$ cat src/rtl/pbsaw_pkg.sv
// pbsaw_pkg: widths and fixed-point constants of the PolyBLEP sawtooth oscillator.
// No dependencies; used by polyblep_sawtooth_oscillator.
package pbsaw_pkg;
	localparam int CFG_W          = 32;  // inv_sample_rate, value / 2^40
	localparam int FREQ_W         = 24;  // freq, unsigned Q16.8
	localparam int PROD_FRAC      = 48;  // fraction bits of freq * inv_sample_rate
	localparam int RATIO_BITS     = 16;  // BLEP ratio, Q0.16
	localparam int PHASE_BITS_DEF = 32;
	localparam int OUT_BITS_DEF   = 24;
endpackage

$ cat src/rtl/polyblep_sawtooth_oscillator.sv
// polyblep_sawtooth_oscillator: band-limited falling sawtooth, PolyBLEP corrected.
// Depends on pbsaw_pkg.
//
// Usage:
//   Input channel (in_valid / in_stall / freq): one frequency item per sample.
//   Output channel (out_valid / out_stall / sample): one signed sample per item.
//   Config: cfg_wr_en with cfg_wr_data writes inv_sample_rate; write it only
//   while the block is idle.
// Timing:
//   A bit-serial shift-add multiplier forms the increment, then the update
//   step tests the wrap region and advances the phase. Near the wrap a
//   restoring divider forms the ratio one quotient bit at a time, and the same
//   multiplier squares the ratio. The sample is registered in the finish
//   step once the output register is free; the next item is taken only
//   after the block has returned to idle.
// Reset:
//   arst_n clears phase, inv_sample_rate, the sequencer state and the output valid flag.
// Stalls:
//   The output register holds a result while out_stall is high; a new item
//   may be taken and computed meanwhile, and it waits in its last step until
//   the output register frees up.
module polyblep_sawtooth_oscillator #(
	parameter int PHASE_BITS = pbsaw_pkg::PHASE_BITS_DEF,
	parameter int OUT_BITS   = pbsaw_pkg::OUT_BITS_DEF
) (
	input  logic                          clk,
	input  logic                          arst_n,
	input  logic                          cfg_wr_en,
	input  logic [pbsaw_pkg::CFG_W-1:0]   cfg_wr_data,
	input  logic                          in_valid,
	output logic                          in_stall,
	input  logic [pbsaw_pkg::FREQ_W-1:0]  freq,
	output logic                          out_valid,
	input  logic                          out_stall,
	output logic signed [OUT_BITS-1:0]    sample
);
	import pbsaw_pkg::*;

	localparam int PB     = PHASE_BITS;
	localparam int OB     = OUT_BITS;
	localparam int FO     = OB - 1;
	localparam int ACC_W  = CFG_W + FREQ_W;
	localparam int INC_LO = PROD_FRAC - PB;
	localparam int INCW_W = ACC_W - INC_LO;
	localparam int RW     = (PB > OB) ? PB : OB;
	localparam int SH_R   = (PB >= OB) ? PB - OB : 0;
	localparam int SH_L   = (PB >= OB) ? 0 : OB - PB;
	localparam int SQ_W   = 2 * RATIO_BITS + 1;
	localparam int SQ_SH  = 2 * RATIO_BITS - FO;
	localparam int VW     = OB + 2;
	localparam int CNT_W  = $clog2(FREQ_W);

	localparam logic [2:0] ST_IDLE = 3'd0;
	localparam logic [2:0] ST_MUL  = 3'd1;
	localparam logic [2:0] ST_CALC = 3'd2;
	localparam logic [2:0] ST_DIV  = 3'd3;
	localparam logic [2:0] ST_SQR  = 3'd4;
	localparam logic [2:0] ST_FIN  = 3'd5;

	logic [2:0]              state_q;
	logic [CNT_W-1:0]        cnt_q;
	logic [CFG_W-1:0]        isr_q;
	logic [PB-1:0]           phase_q;
	logic [ACC_W-1:0]        acc_q;
	logic [CFG_W-1:0]        mcand_q;
	logic [FREQ_W-1:0]       mplier_q;
	logic [PB-1:0]           inc_q;
	logic [PB-1:0]           rem_q;
	logic [RATIO_BITS-1:0]   quo_q;
	logic                    neg_q;
	logic signed [OB:0]      base_q;
	logic                    out_valid_q;
	logic signed [OB-1:0]    sample_q;

	// shift-add multiplier step, one multiplier bit per cycle
	logic [CFG_W:0]          mul_sum;
	logic [ACC_W-1:0]        acc_n;
	assign mul_sum = {1'b0, acc_q[ACC_W-1:FREQ_W]}
		+ {1'b0, (mplier_q[0] ? mcand_q : {CFG_W{1'b0}})};
	assign acc_n = {mul_sum, acc_q[FREQ_W-1:1]};

	// increment from the product, saturated just below 1.0
	logic [INCW_W-1:0]       inc_wide;
	logic [PB-1:0]           inc_c;
	assign inc_wide = acc_q[ACC_W-1:INC_LO];
	assign inc_c = (|inc_wide[INCW_W-1:PB]) ? {PB{1'b1}} : inc_wide[PB-1:0];

	// wrap-region tests and next phase
	logic [PB:0]             psum;
	logic                    case_a, case_b;
	assign psum   = {1'b0, phase_q} + {1'b0, inc_c};
	assign case_a = phase_q < inc_c;
	assign case_b = psum[PB] && (|psum[PB-1:0]);

	// 2*phase at OB-1 fraction bits; the naive ramp 1 - 2*phase is formed in base_q
	logic [RW-1:0]           p_ext;
	logic [OB-1:0]           ramp;
	assign p_ext = RW'(phase_q);
	assign ramp  = OB'((p_ext >> SH_R) << SH_L);

	// restoring division step, one quotient bit per cycle
	logic [PB:0]             dv_t, dv_d;
	logic                    dv_ge;
	logic [PB-1:0]           rem_n;
	logic [RATIO_BITS-1:0]   quo_n;
	logic [RATIO_BITS:0]     w_c;
	assign dv_t  = {rem_q, 1'b0};
	assign dv_ge = dv_t >= {1'b0, inc_q};
	assign dv_d  = dv_t - {1'b0, inc_q};
	assign rem_n = dv_ge ? dv_d[PB-1:0] : dv_t[PB-1:0];
	assign quo_n = {quo_q[RATIO_BITS-2:0], dv_ge};
	assign w_c   = {1'b1, {RATIO_BITS{1'b0}}} - {1'b0, quo_n};

	// final sum and saturation
	logic [OB-1:0]           corr;
	logic signed [VW-1:0]    val;
	logic signed [VW-1:0]    lim_hi, lim_lo;
	logic signed [OB-1:0]    sat_val;
	assign corr   = OB'(acc_q[SQ_W-1:0] >> SQ_SH);
	assign val    = neg_q ? (VW'(base_q) - $signed({2'b00, corr}))
	                      : (VW'(base_q) + $signed({2'b00, corr}));
	assign lim_hi = (VW'(1) <<< FO) - VW'(1);
	assign lim_lo = -(VW'(1) <<< FO);
	always_comb begin
		priority if (val > lim_hi) begin
			sat_val = OB'(lim_hi);
		end else if (val < lim_lo) begin
			sat_val = OB'(lim_lo);
		end else begin
			sat_val = OB'(val);
		end
	end

	logic in_acc, out_free;
	assign in_acc   = in_valid && !in_stall;
	assign out_free = !out_valid_q || !out_stall;
	assign in_stall = (state_q != ST_IDLE);

	// configuration register
	always_ff @(posedge clk or negedge arst_n) begin
		if (!arst_n) begin
			isr_q <= '0;
		end else if (cfg_wr_en) begin
			isr_q <= cfg_wr_data;
		end
	end

	// sequencer and control state
	always_ff @(posedge clk or negedge arst_n) begin
		if (!arst_n) begin
			state_q     <= ST_IDLE;
			cnt_q       <= '0;
			phase_q     <= '0;
			out_valid_q <= 1'b0;
		end else begin
			// output flag: loaded from the finish step, cleared when taken
			if (state_q == ST_FIN && out_free) begin
				out_valid_q <= 1'b1;
			end else if (out_valid_q && !out_stall) begin
				out_valid_q <= 1'b0;
			end
			unique case (state_q)
				ST_IDLE: begin
					if (in_acc) begin
						state_q <= ST_MUL;
						cnt_q   <= '0;
					end
				end
				ST_MUL: begin
					cnt_q <= cnt_q + CNT_W'(1);
					if (cnt_q == CNT_W'(FREQ_W - 1)) begin
						state_q <= ST_CALC;
					end
				end
				ST_CALC: begin
					phase_q <= psum[PB-1:0];
					cnt_q   <= '0;
					state_q <= (case_a || case_b) ? ST_DIV : ST_FIN;
				end
				ST_DIV: begin
					if (cnt_q == CNT_W'(RATIO_BITS - 1)) begin
						cnt_q   <= '0;
						state_q <= ST_SQR;
					end else begin
						cnt_q <= cnt_q + CNT_W'(1);
					end
				end
				ST_SQR: begin
					cnt_q <= cnt_q + CNT_W'(1);
					if (cnt_q == CNT_W'(FREQ_W - 1)) begin
						state_q <= ST_FIN;
					end
				end
				ST_FIN: begin
					if (out_free) begin
						state_q <= ST_IDLE;
					end
				end
				default: begin
					state_q <= ST_IDLE;
				end
			endcase
		end
	end

	// datapath registers
	always_ff @(posedge clk) begin
		unique case (state_q)
			ST_IDLE: begin
				if (in_acc) begin
					acc_q    <= '0;
					mcand_q  <= isr_q;
					mplier_q <= freq;
				end
			end
			ST_MUL, ST_SQR: begin
				acc_q    <= acc_n;
				mplier_q <= mplier_q >> 1;
			end
			ST_CALC: begin
				inc_q  <= inc_c;
				neg_q  <= case_a;
				base_q <= (($signed((OB + 1)'(1))) <<< FO) - $signed({1'b0, ramp});
				rem_q  <= case_a ? phase_q : PB'(-phase_q);
				quo_q  <= '0;
				acc_q  <= '0;
			end
			ST_DIV: begin
				rem_q <= rem_n;
				quo_q <= quo_n;
				if (cnt_q == CNT_W'(RATIO_BITS - 1)) begin
					acc_q    <= '0;
					mcand_q  <= CFG_W'(w_c);
					mplier_q <= FREQ_W'(w_c);
				end
			end
			ST_FIN: begin
				if (out_free) begin
					sample_q <= sat_val;
				end
			end
			default: begin
			end
		endcase
	end

	assign out_valid = out_valid_q;
	assign sample    = sample_q;

`ifndef ASSERT_OFF
	a_accept_starts_mul: assert property (@(posedge clk) disable iff (!arst_n)
		in_acc |=> (state_q == ST_MUL))
		else $error("accepted item did not start the multiply");

	a_phase_only_in_calc: assert property (@(posedge clk) disable iff (!arst_n)
		!$past(state_q == ST_CALC) |-> $stable(phase_q))
		else $error("phase changed outside the update step");

	a_valid_from_fin: assert property (@(posedge clk) disable iff (!arst_n)
		$rose(out_valid_q) |-> $past(state_q == ST_FIN))
		else $error("result appeared without a finish step");

	a_rem_below_inc: assert property (@(posedge clk) disable iff (!arst_n)
		(state_q == ST_DIV) |-> (rem_q < inc_q))
		else $error("divider remainder not below the increment");

	a_no_overwrite: assert property (@(posedge clk) disable iff (!arst_n)
		(out_valid_q && out_stall) |=> (out_valid_q && $stable(sample_q)))
		else $error("stalled result was overwritten");
`endif

endmodule
$ cat config.mk
export PLATFORM = sky130hd
export DESIGN_NAME = polyblep_sawtooth_oscillator
export DESIGN_NICKNAME = d
export VERILOG_FILES = /design/src/rtl/pbsaw_pkg.sv /design/src/rtl/polyblep_sawtooth_oscillator.sv
export SDC_FILE = /design/constraint.sdc
export NUM_CORES = 1
export LEC_CHECK = 0
export BUFFER_PORTS_ARGS = -buffer_cell sky130_fd_sc_hd__buf_2
export CAP_MARGIN = 40
export CORE_MARGIN = 1.5
export CORE_UTILIZATION = 30
export CTS_BUF_LIST = sky130_fd_sc_hd__clkbuf_8
export CTS_CLUSTER_DIAMETER = 50
export DETAILED_ROUTE_END_ITERATION = 16
export SLEW_MARGIN = 20
export SYNTH_ARGS = -nofsm -noshare
export SYNTH_HDL_FRONTEND = slang
export SYNTH_SLANG_ARGS = --single-unit
$ cat constraint.sdc
create_clock -name clk -period 13.08 [get_ports clk]
set_input_delay 1.962 -clock clk [delete_from_list [all_inputs] [get_ports clk]]
set_output_delay 1.962 -clock clk [all_outputs]
set_load 0.1 [all_outputs]
==> flow_summary.yaml, run 1 <==
clock_tree:
  cts_setup_buffers: 0
  cts_root_buf: "clkbuf_8"
  ctsResizeCount: 0
  numCtsBuffers: 55
  cts-htree-levels: 2
  clk_pin_slew_worst_paths_ps: 60
  clock-sinks: 305
  cts_hold_buf: 0
  cts_tree: "yes"
  clock_tree.buffer_depth: 3
  clock_latency_ps: 680
setup_path:
  critical_path_buf_inv_count: 2
  arrival_ps: 6000
  r2r_cells: 18
  end_kind: "flop"
  cpLargestDelayFamily: "simple AND/OR/NAND/NOR gates"
  crit_type: "reg2reg"
  path_cells: "nor4_1 > clkdlybuf4s15_2 > nand2_1 > buf_4 > or2_2 > ha_1 > fa_1 > a211oi_2 > o21ai_1 > a21oi_2 > o211ai_1 > a31oi_1 > xnor2_1 > or4_1 > or4_1 > nor4_2 > a2111oi_0 > nor2_1"
  regToRegSetupSlack_ps: 7680
  path_max_fanout: 28
  crit_slowest_cell: "or4_1"
  slowest_delay_ps: 510
  crit_top_cell: "or4_1"
  cp.required_ps: 13680
  startpoint_type: "flop"
  cp.depth: 18
detailed_routing:
  remaining_drc_errors: 0
  via_per_inst: 5.17
  ant_nets: 0
  drt_pre_antenna_iters: 5
  vias: 16901
  first_iter_violations: 1233
  routed_wl_mm: 59.9
  wl_per_cell_um: 18.3
logic_synthesis:
  synthFlopType: "edfxtp_1"
  yosysMostFrequentCell: "edfxtp_1"
  synth_edf_count: 232
  ys_types: 82
  ys_top_cells_by_area: "edfxtp_1, ha_1, dfrtp_1"
  yosys_warnings: 0
  ys_seq_area_share_pct: 41.7
  synth_area_um2: 21100
  synth_cells: 2214
  synth_top_cell_area_share_pct: 33.0
  synth_top_cell_by_area: "edfxtp_1"
  yosys-top-cells-count: "edfxtp_1, nand2_1, nor2_1"
  syn_avg_cell_area_um2: 9.52
  ys_seq_elements: 305
  async_flop_share_pct: 23.9
  synth_nets: 2444
timing:
  max_slew.worst_pin.slew_ps: 823
  rsz0062_at_grt: "false"
  finalSetupViolations: 0
  skew_ps: 66.3
  relSlewSlack_pct: 45.0
  final.setup.worst_slack_ps: 7680
  fmax_mhz: 185
  tns_ps: 0
  post-route-period-util_pct: 41.3
  final_hold_viol_count: 0
  drv_slew: 0
  final.min_clock_period_ps: 5400
  holdWs_ps: 494
power:
  cellLeakagePower_nw: 10.1
  internal_power_mw: 3.14
  p_sw_mw: 2.55
  seqPwrFrac_pct: 30.0
  p_comb_share_pct: 54.3
  powerDensity_nw_per_um2: 241
  sw_frac_of_total_pct: 44.8
  vdd_drop_max_uv: 105
  p_clk_share_pct: 15.7
global_route:
  top_usage_layer: "met2"
  met1_usage_pct: 22.2
  grt-ovfl-total: 0
  met2_usage_pct: 26.9
  grt_pass1_wl_mm: 93.5
  met3_usage_pct: 2.51
  grt_pass1_vias: 16671
  grt_max_degree: 62
  grt_usage_pct: 16.6
  antenna_found_initial: 2
floorplanning:
  pin_count: 87
  core_um2: 69800
  die_area_um2: 71900
  die_x_um: 268
  initial_core_util_pct: 30.2
  die_y_um: 268
  core.rowCount: 97
final_layout:
  nNetsFinal: 2514
  drive_gt1_share_pct: 12.5
  area_growth_pct: 12.2
worst_hold_path:
  min_path_cells: 1
  hp-class: "reg2reg"
placed_design:
  numPortBuffers: 86
  dp_hpwl_mm: 45.2
  globalplace.congestion: 0.919
  pre_cts_ws_ps: 7440
run:
  cap_violations: 0
outcome:
  run_status: "completed"
flip-flops by register name (all words and copies together) (netlist names):
signal	flops
p_ext	32
acc_q	47
cnt_q	5
sample	24
neg_q	1
mplier_q	24
inc_q	32
isr_q	32
out_valid	1
mcand_q	32
quo_q	15
rem_q	32
base_q	25
state_q	3
path summary, 6_finish.rpt:
| kind | startpoint | endpoint |
|---|---|---|
| min | isr_q[20] | isr_q[20] |
| max reg2reg | acc_q[48] | state_q[2] |
| max | acc_q[48] | state_q[2] |
| max in group asynchronous | arst_n | p_ext[11] |
| min reg2reg | isr_q[20] | isr_q[20] |
| min in group asynchronous | arst_n | isr_q[16] |
per-stage QoR:
stage	cell area, um2	instances	utilization, %	power (mW)
3_5_place_dp	22500	3164	32.3	4.77
2_1_floorplan	21100	2214	-	3.95
3_3_place_gp	22500	3160	32.2	4.70
4_1_cts	23600	3266	33.9	5.70
5_1_grt	23700	3271	33.9	6.13
6_report	23700	3272	33.9	5.70
layout by cell type, fill, tap and decap left out, types with 37 or more instances in the layout:
cell,instances
edfxtp_1,232
nand2_1,197
nor2_1,175
a21oi_1,171
ha_1,165
inv_1,145
o21ai_0,115
xnor2_1,107
buf_2,85
dfrtp_1,73
xor2_1,70
a21o_1,64
clkbuf_8,61
and2_1,55
nand3_1,49
nor3_1,44
and3_1,44
mux2_2,39
or2_2,37
metal layers:
metal  wire (um)  vias up
met5          11        -
met4        2150        2
met3        3550      108
met2       27300      480
met1       26900     8136
li1            -     8175
kinds of logic (layout without fill, tap and decap cells):
kind of cell,count (synthesis),count (layout),synth area share (%)
buffers and inverters,223,338,4.07
muxes,44,44,2.32
AOI/OAI and AO/OA,568,568,17.4
xor gates and xnor gates,177,177,7.35
and+or+nand+nor,728,728,17.0
DFF,305,305,41.7
other,0,3,0
adders and majority gates,169,169,10.2
cell type report:
| cell class | instances | area, um2 |
|---|---|---|
| Clock inverter | 41 | 241 |
| Multi-Input combinational cell | 1686 | 11500 |
| Timing Repair Buffer | 111 | 654 |
| Fill cell | 7094 | 46100 |
| Clock buffer | 61 | 840 |
| Antenna cell | 3 | 7.51 |
| Inverter | 125 | 469 |
| Sequential cell | 305 | 8790 |
| Tap cell | 940 | 1180 |
power groups by stage:
stage | combinational (mW) | sequential, mW | clock (mW)
floorplan | 2.37 | 1.58 | 0
global placement | 2.99 | 1.71 | 0
detailed placement | 3.06 | 1.72 | 0
CTS | 3.07 | 1.70 | 0.924
global route | 3.44 | 1.73 | 0.965
finish | 3.09 | 1.71 | 0.896
Note: power is estimated with default switching activity, not from simulation.
==> run 2: changes to the inputs <==
- clock period: 13.08 -> 4.5 ns (I/O delays scaled with it)
==> run 2 against run 1 <==
The run now ends with setup timing left; global-route usage up 0.99 points; clock-buffer cell count rose by 5; clock skew down 6.3 ps; cell area rose by 7.8%; sequential share of layout area down 2.7 points; sequential cell count did not move; combinational power rose to 3.5 times the previous value; hold slack got worse by 260 ps; power grew to 3.3 times the previous value; via count increased by 4.7%; largest cell class unchanged; highest routed layer unchanged.
==> flow_summary.yaml, run 2 (synthesis results as in run 1) <==
timing:
  relSlewSlack_pct: 46.4
  finalSetupViolations: 2
  tns_ps: -149
  fmax_mhz: 218
  final_hold_viol_count: 0
  post-route-period-util_pct: 102
  final.setup.worst_slack_ps: -79.6
  max_slew.worst_pin.slew_ps: 805
  final.min_clock_period_ps: 4580
  rsz0062_at_grt: "true"
  skew_ps: 60.0
  drv_slew: 0
floorplanning:
  pin_count: 87
  die_area_um2: 71900
  core_um2: 69800
  die_y_um: 268
  initial_core_util_pct: 30.2
  die_x_um: 268
  core.rowCount: 97
final_layout:
  fin_util_pct: 36.6
  final_common_cell: "edfxtp_1"
  regMostFlops: "acc_q"
  nFillCells: 7054
  drive_gt1_share_pct: 21.0
  largest_reg_flops: 47
  nNetsFinal: 2703
  area_growth_pct: 21.0
  stdcell_count: 3463
  final_cell_mix: "edfxtp_1, buf_4, nand2_1"
detailed_routing:
  wl_per_cell_um: 18.3
  via_per_inst: 5.11
  remaining_drc_errors: 0
  vias: 17699
  drt_pre_antenna_iters: 5
  routed_wl_mm: 63.3
  ant_nets: 0
  first_iter_violations: 1147
clock_tree:
  cts_tree: "yes"
  cts-htree-levels: 2
  clk_pin_slew_worst_paths_ps: 60
  clock_tree.buffer_depth: 3
  clock-sinks: 305
  cts_root_buf: "clkbuf_8"
  numCtsBuffers: 57
  clock_latency_ps: 670
global_route:
  grt_max_degree: 62
  antenna_found_initial: 4
  grt_usage_pct: 17.6
  grt-ovfl-total: 0
  grt_pass1_vias: 17615
  grt_pass1_wl_mm: 99.2
power:
  powerDensity_nw_per_um2: 728
  vdd_drop_max_uv: 325
  cellLeakagePower_nw: 11.1
outcome:
  violations: "setup timing"
  run_status: "finished with violations"
run:
  cap_violations: 0
placed_design:
  dp.cells: 3343
  numPortBuffers: 86
  globalplace.congestion: 0.924
  dp_hpwl_mm: 48.9
setup_path:
  critical_path_buf_inv_count: 0
  startpoint_type: "flop"
  path_cells: "nor4_4 > nand2_4 > or2_4 > ha_2 > fa_2 > a211oi_4 > o21ai_4 > a21oi_2 > a21oi_2 > a221oi_2 > xnor2_1 > or4_1 > or4_4 > nor4_4 > a2111oi_1 > nor2_1"
  cp.required_ps: 5100
  crit_slowest_cell: "or4_1"
  slowest_delay_ps: 520
  path_max_fanout: 5
  crit_type: "reg2reg"
  arrival_ps: 5180
  cpLargestDelayFamily: "simple AND/OR/NAND/NOR gates"
  end_kind: "flop"
worst_hold_path:
  hp-class: "in2reg"
==> run 2: cell count changes in the layout (fill, tap and decap cells not counted), moves of 4 or more <==
cell	previous run	this run
clkbuf_8	61	66
buf_4	20	202
a21oi_2	5	10
nor4_4	0	4
ha_4	0	4
o21ai_0	115	111
a21oi_1	171	166
nor4_1	16	10
inv_1	145	134
ha_1	165	159
clkinv_2	5	11
==> run 2: final timing paths <==
kind	from	endpoint	slack, ps	depth (start not counted)
worst max-delay path	acc_q[48]	state_q[2]	-80	16
worst min-delay path	cfg_wr_data[9]	isr_q[9]	240	2
worst max register to register	acc_q[48]	state_q[2]	-80	16
worst min register to register	isr_q[19]	isr_q[19]	500	1
max in group asynchronous	arst_n	p_ext[10]	2930	3
min in group asynchronous	arst_n	cnt_q[0]	530	2
==> run 2: power by group <==
| group | internal [mW] | switching, mW |
|---|---|---|
| Clock | 1.53 | 1.32 |
| Sequential | 4.16 | 0.708 |
| Combinational | 4.77 | 6.08 |
==> run 2: routing by layer <==
| metal | track usage [%] | vias up | wire [um] |
|---|---|---|---|
| met3 | 2.48 | 111 | 3040 |
| li1 | - | 8536 | - |
| met4 | 5.94 | 4 | 1910 |
| met5 | 0 | - | 20 |
| met2 | 29.2 | 465 | 29500 |
| met1 | 23.5 | 8583 | 28800 |
==> run 2: cell type report <==
cell class,count,area [um2],area share [%]
clock inverter,42,289,1.13
tap,940,1180,4.61
antenna,1,2.50,0.00981
clock buffer,66,908,3.56
sequential,305,8790,34.5
inverter,125,469,1.84
multi-input combinational,1687,11800,46.1
timing repair buffer,297,2110,8.26
==> run 2: metrics by stage <==
stage	setup slack [ps]	power (mW)	area, um2	hold WS [ps]
3_3_place_gp	-493	15.1	23900	482
5_1_grt	-244	19.9	25500	207
4_1_cts	6.26	18.4	25300	180
3_5_place_dp	-576	15.3	24000	487
6_report	-79.6	18.6	25500	238
2_1_floorplan	0.307	11.5	21100	379
==> run 2: worst reg2reg max path, stage by stage (launching register included) <==
cell,delay (ps)
edfxtp_1,430
nor4_4,400
nand2_4,170
or2_4,280
ha_2,190
fa_2,370
a211oi_4,320
o21ai_4,110
a21oi_2,200
a21oi_2,110
a221oi_2,310
xnor2_1,130
or4_1,520
or4_4,470
nor4_4,330
a2111oi_1,90
nor2_1,110
==> run 2: timing repair <==
action                                 4_1_cts  5_1_grt
hold buffers                                 1        0
setup buffers                                4        5
resized for setup                           26       29
endpoints found under the hold margin       37        0
pin swaps                                   15       13
setup endpoints to repair                   28       45
gates cloned                                 1        0
==> run 3: changes to the inputs <==
- CORE_UTILIZATION: 30 -> 25
==> run 3 against run 2 <==
The flow still finishes with violations (setup timing); routed wire length is 2.9% lower; cell area is 1.8% higher; clock skew is 8.0 ps lower; hold slack worse by 210 ps; global-route usage is 3.6 points lower; sequential power hardly changed; register-to-register slack better by 30 ps; non-clock buffer count is 5 lower; clock power is 2% higher; sequential share of layout area is 0.62 points lower; critical endpoint unchanged.
==> flow_summary.yaml, run 3 (synthesis results as in run 1) <==
outcome:
  run_status: "finished with violations"
  violations: "setup timing"
clock_tree:
  numCtsBuffers: 57
  clock_latency_ps: 690
  clock-sinks: 305
  cts_hold_buf: 0
  clk_pin_slew_worst_paths_ps: 60
  clock_tree.buffer_depth: 3
  cts-htree-levels: 2
  cts_tree: "yes"
  cts_root_buf: "clkbuf_8"
power:
  cellLeakagePower_nw: 11.1
  internal_power_mw: 10.8
  p_comb_share_pct: 58.7
  total_power_mw: 18.8
  p_sw_mw: 8.05
  seqPwrFrac_pct: 25.8
  sw_frac_of_total_pct: 42.8
  p_clk_share_pct: 15.4
  vdd_drop_max_uv: 278
  powerDensity_nw_per_um2: 724
timing:
  fmax_mhz: 220
  final_hold_viol_count: 0
  rsz0062_at_grt: "true"
  final.setup.worst_slack_ps: -45.9
  final.min_clock_period_ps: 4550
  max_slew.worst_pin.slew_ps: 831
  finalSetupViolations: 2
  post-route-period-util_pct: 101
  drv_slew: 0
  skew_ps: 52.0
  holdWs_ps: 32.2
  relSlewSlack_pct: 44.1
final_layout:
  nFillCells: 8652
  drive_gt1_share_pct: 21.5
  largest_reg_flops: 47
  antenna_cells: 0
  regMostFlops: "acc_q"
  fin_util_pct: 31.1
  area_growth_pct: 23.2
  final_cell_mix: "edfxtp_1, nand2_1, buf_4"
  final_common_cell: "edfxtp_1"
  nNetsFinal: 2697
  stdcell_count: 3595
global_route:
  grt_pass1_wl_mm: 95.5
  antenna_found_initial: 3
  met2_usage_pct: 21.8
  grt_max_degree: 62
  grt_usage_pct: 14.0
  top_usage_layer: "met2"
  grt-ovfl-total: 0
  met3_usage_pct: 2.56
  met1_usage_pct: 19.4
  grt_pass1_vias: 16911
floorplanning:
  die_area_um2: 86100
  die_x_um: 293
  pin_count: 87
  initial_core_util_pct: 25.2
  core_um2: 83600
  die_y_um: 293
  core.rowCount: 106
setup_path:
  startpoint: "acc_q[52]"
  arrival_ps: 5140
  r2r_cells: 19
  startpoint_type: "flop"
  crit_type: "reg2reg"
  end_kind: "flop"
  rr_startpoint: "acc_q[52]"
  path_max_fanout: 3
  regToRegSetupSlack_ps: -50
  r2r-end: "state_q[2]"
  cp.required_ps: 5090
detailed_routing:
  remaining_drc_errors: 0
  vias: 17523
  drt_pre_antenna_iters: 8
  first_iter_violations: 1454
  ant_nets: 0
  wl_per_cell_um: 17.1
  via_per_inst: 4.87
  routed_wl_mm: 61.4
worst_hold_path:
  hp-class: "in2async"
run:
  cap_violations: 0
placed_design:
  dp_hpwl_mm: 46.7
  dp.cells: 3470
  numPortBuffers: 86
  globalplace.congestion: 0.912
## run 3: cell count changes in the layout (fill, tap and decap cells not counted), moves of 4 or more
cell / previous run / this run
buf_12: 3 / 7
inv_1: 134 / 141
clkinv_2: 11 / 2
or2_4: 2 / 9
a21oi_1: 166 / 162
buf_4: 202 / 193
clkbuf_8: 66 / 62
ha_4: 4 / 13
or2_2: 35 / 28
ha_1: 159 / 149
## run 3: worst max path at each step
stage / endpoint / slack [ps] / cells past startpoint
after floorplan: state_q[2] / 0.3 / 17
after global placement: state_q[2] / -310 / 17
after detailed placement: state_q[2] / -380 / 17
after CTS: state_q[2] / -70 / 18
after global routing: state_q[2] / -210 / 19
final: state_q[2] / -50 / 19
## run 3: routing by layer
layer	wire length [um]	vias to the layer above
met1	27700	8356
met4	1910	2
li1	-	8537
met3	4250	113
met5	16	-
met2	27500	515
## run 3: per-stage QoR
step	TNS, ps	instance area (um2)	setup slack (ps)
floorplan	0	21100	0.307
global placement	-563	24000	-308
detailed placement	-725	24000	-381
CTS	-189	25700	-66.7
global route	-408	26000	-206
finish	-80.4	26000	-45.9
## run 3: power by group through the flow
stage,registers [mW],logic [mW],clock network (mW)
2_1_floorplan,4.62,6.90,0
3_3_place_gp,4.85,10.1,0
3_5_place_dp,4.86,10.2,0
4_1_cts,4.83,10.7,2.97
5_1_grt,4.93,12.2,3.09
6_report,4.86,11.0,2.90
## run 3: layout make-up
class                      count  area, um2  area share [%]
sequential                   305       8790            33.9
clock inverter                45        364            1.40
inverter                     125        469            1.81
tap                         1080       1350            5.20
timing repair buffer         292       2090            8.06
clock buffer                  62        853            3.28
multi-input combinational   1686      12100            46.4
## run 3: worst max-delay path, stage by stage (launching register included)
cell and delay [ps]:
edfxtp_1 420, nor4_4 380, nand2_4 110, buf_12 160
or2_4 240, ha_4 160, fa_2 380, a211oi_4 330
o21ai_4 110, a21oi_2 190, o211ai_1 100, buf_4 170
a31oi_4 180, xnor2_2 90, or4_4 520, or4_4 460
nor4_4 140, buf_4 170, a2111oi_2 50, nor2_1 100
## run 3: what timing repair did
item	CTS	global route
endpoints found under the setup margin	2	66
pin swaps	30	23
buffers inserted	11	7
gates resized for setup	63	37
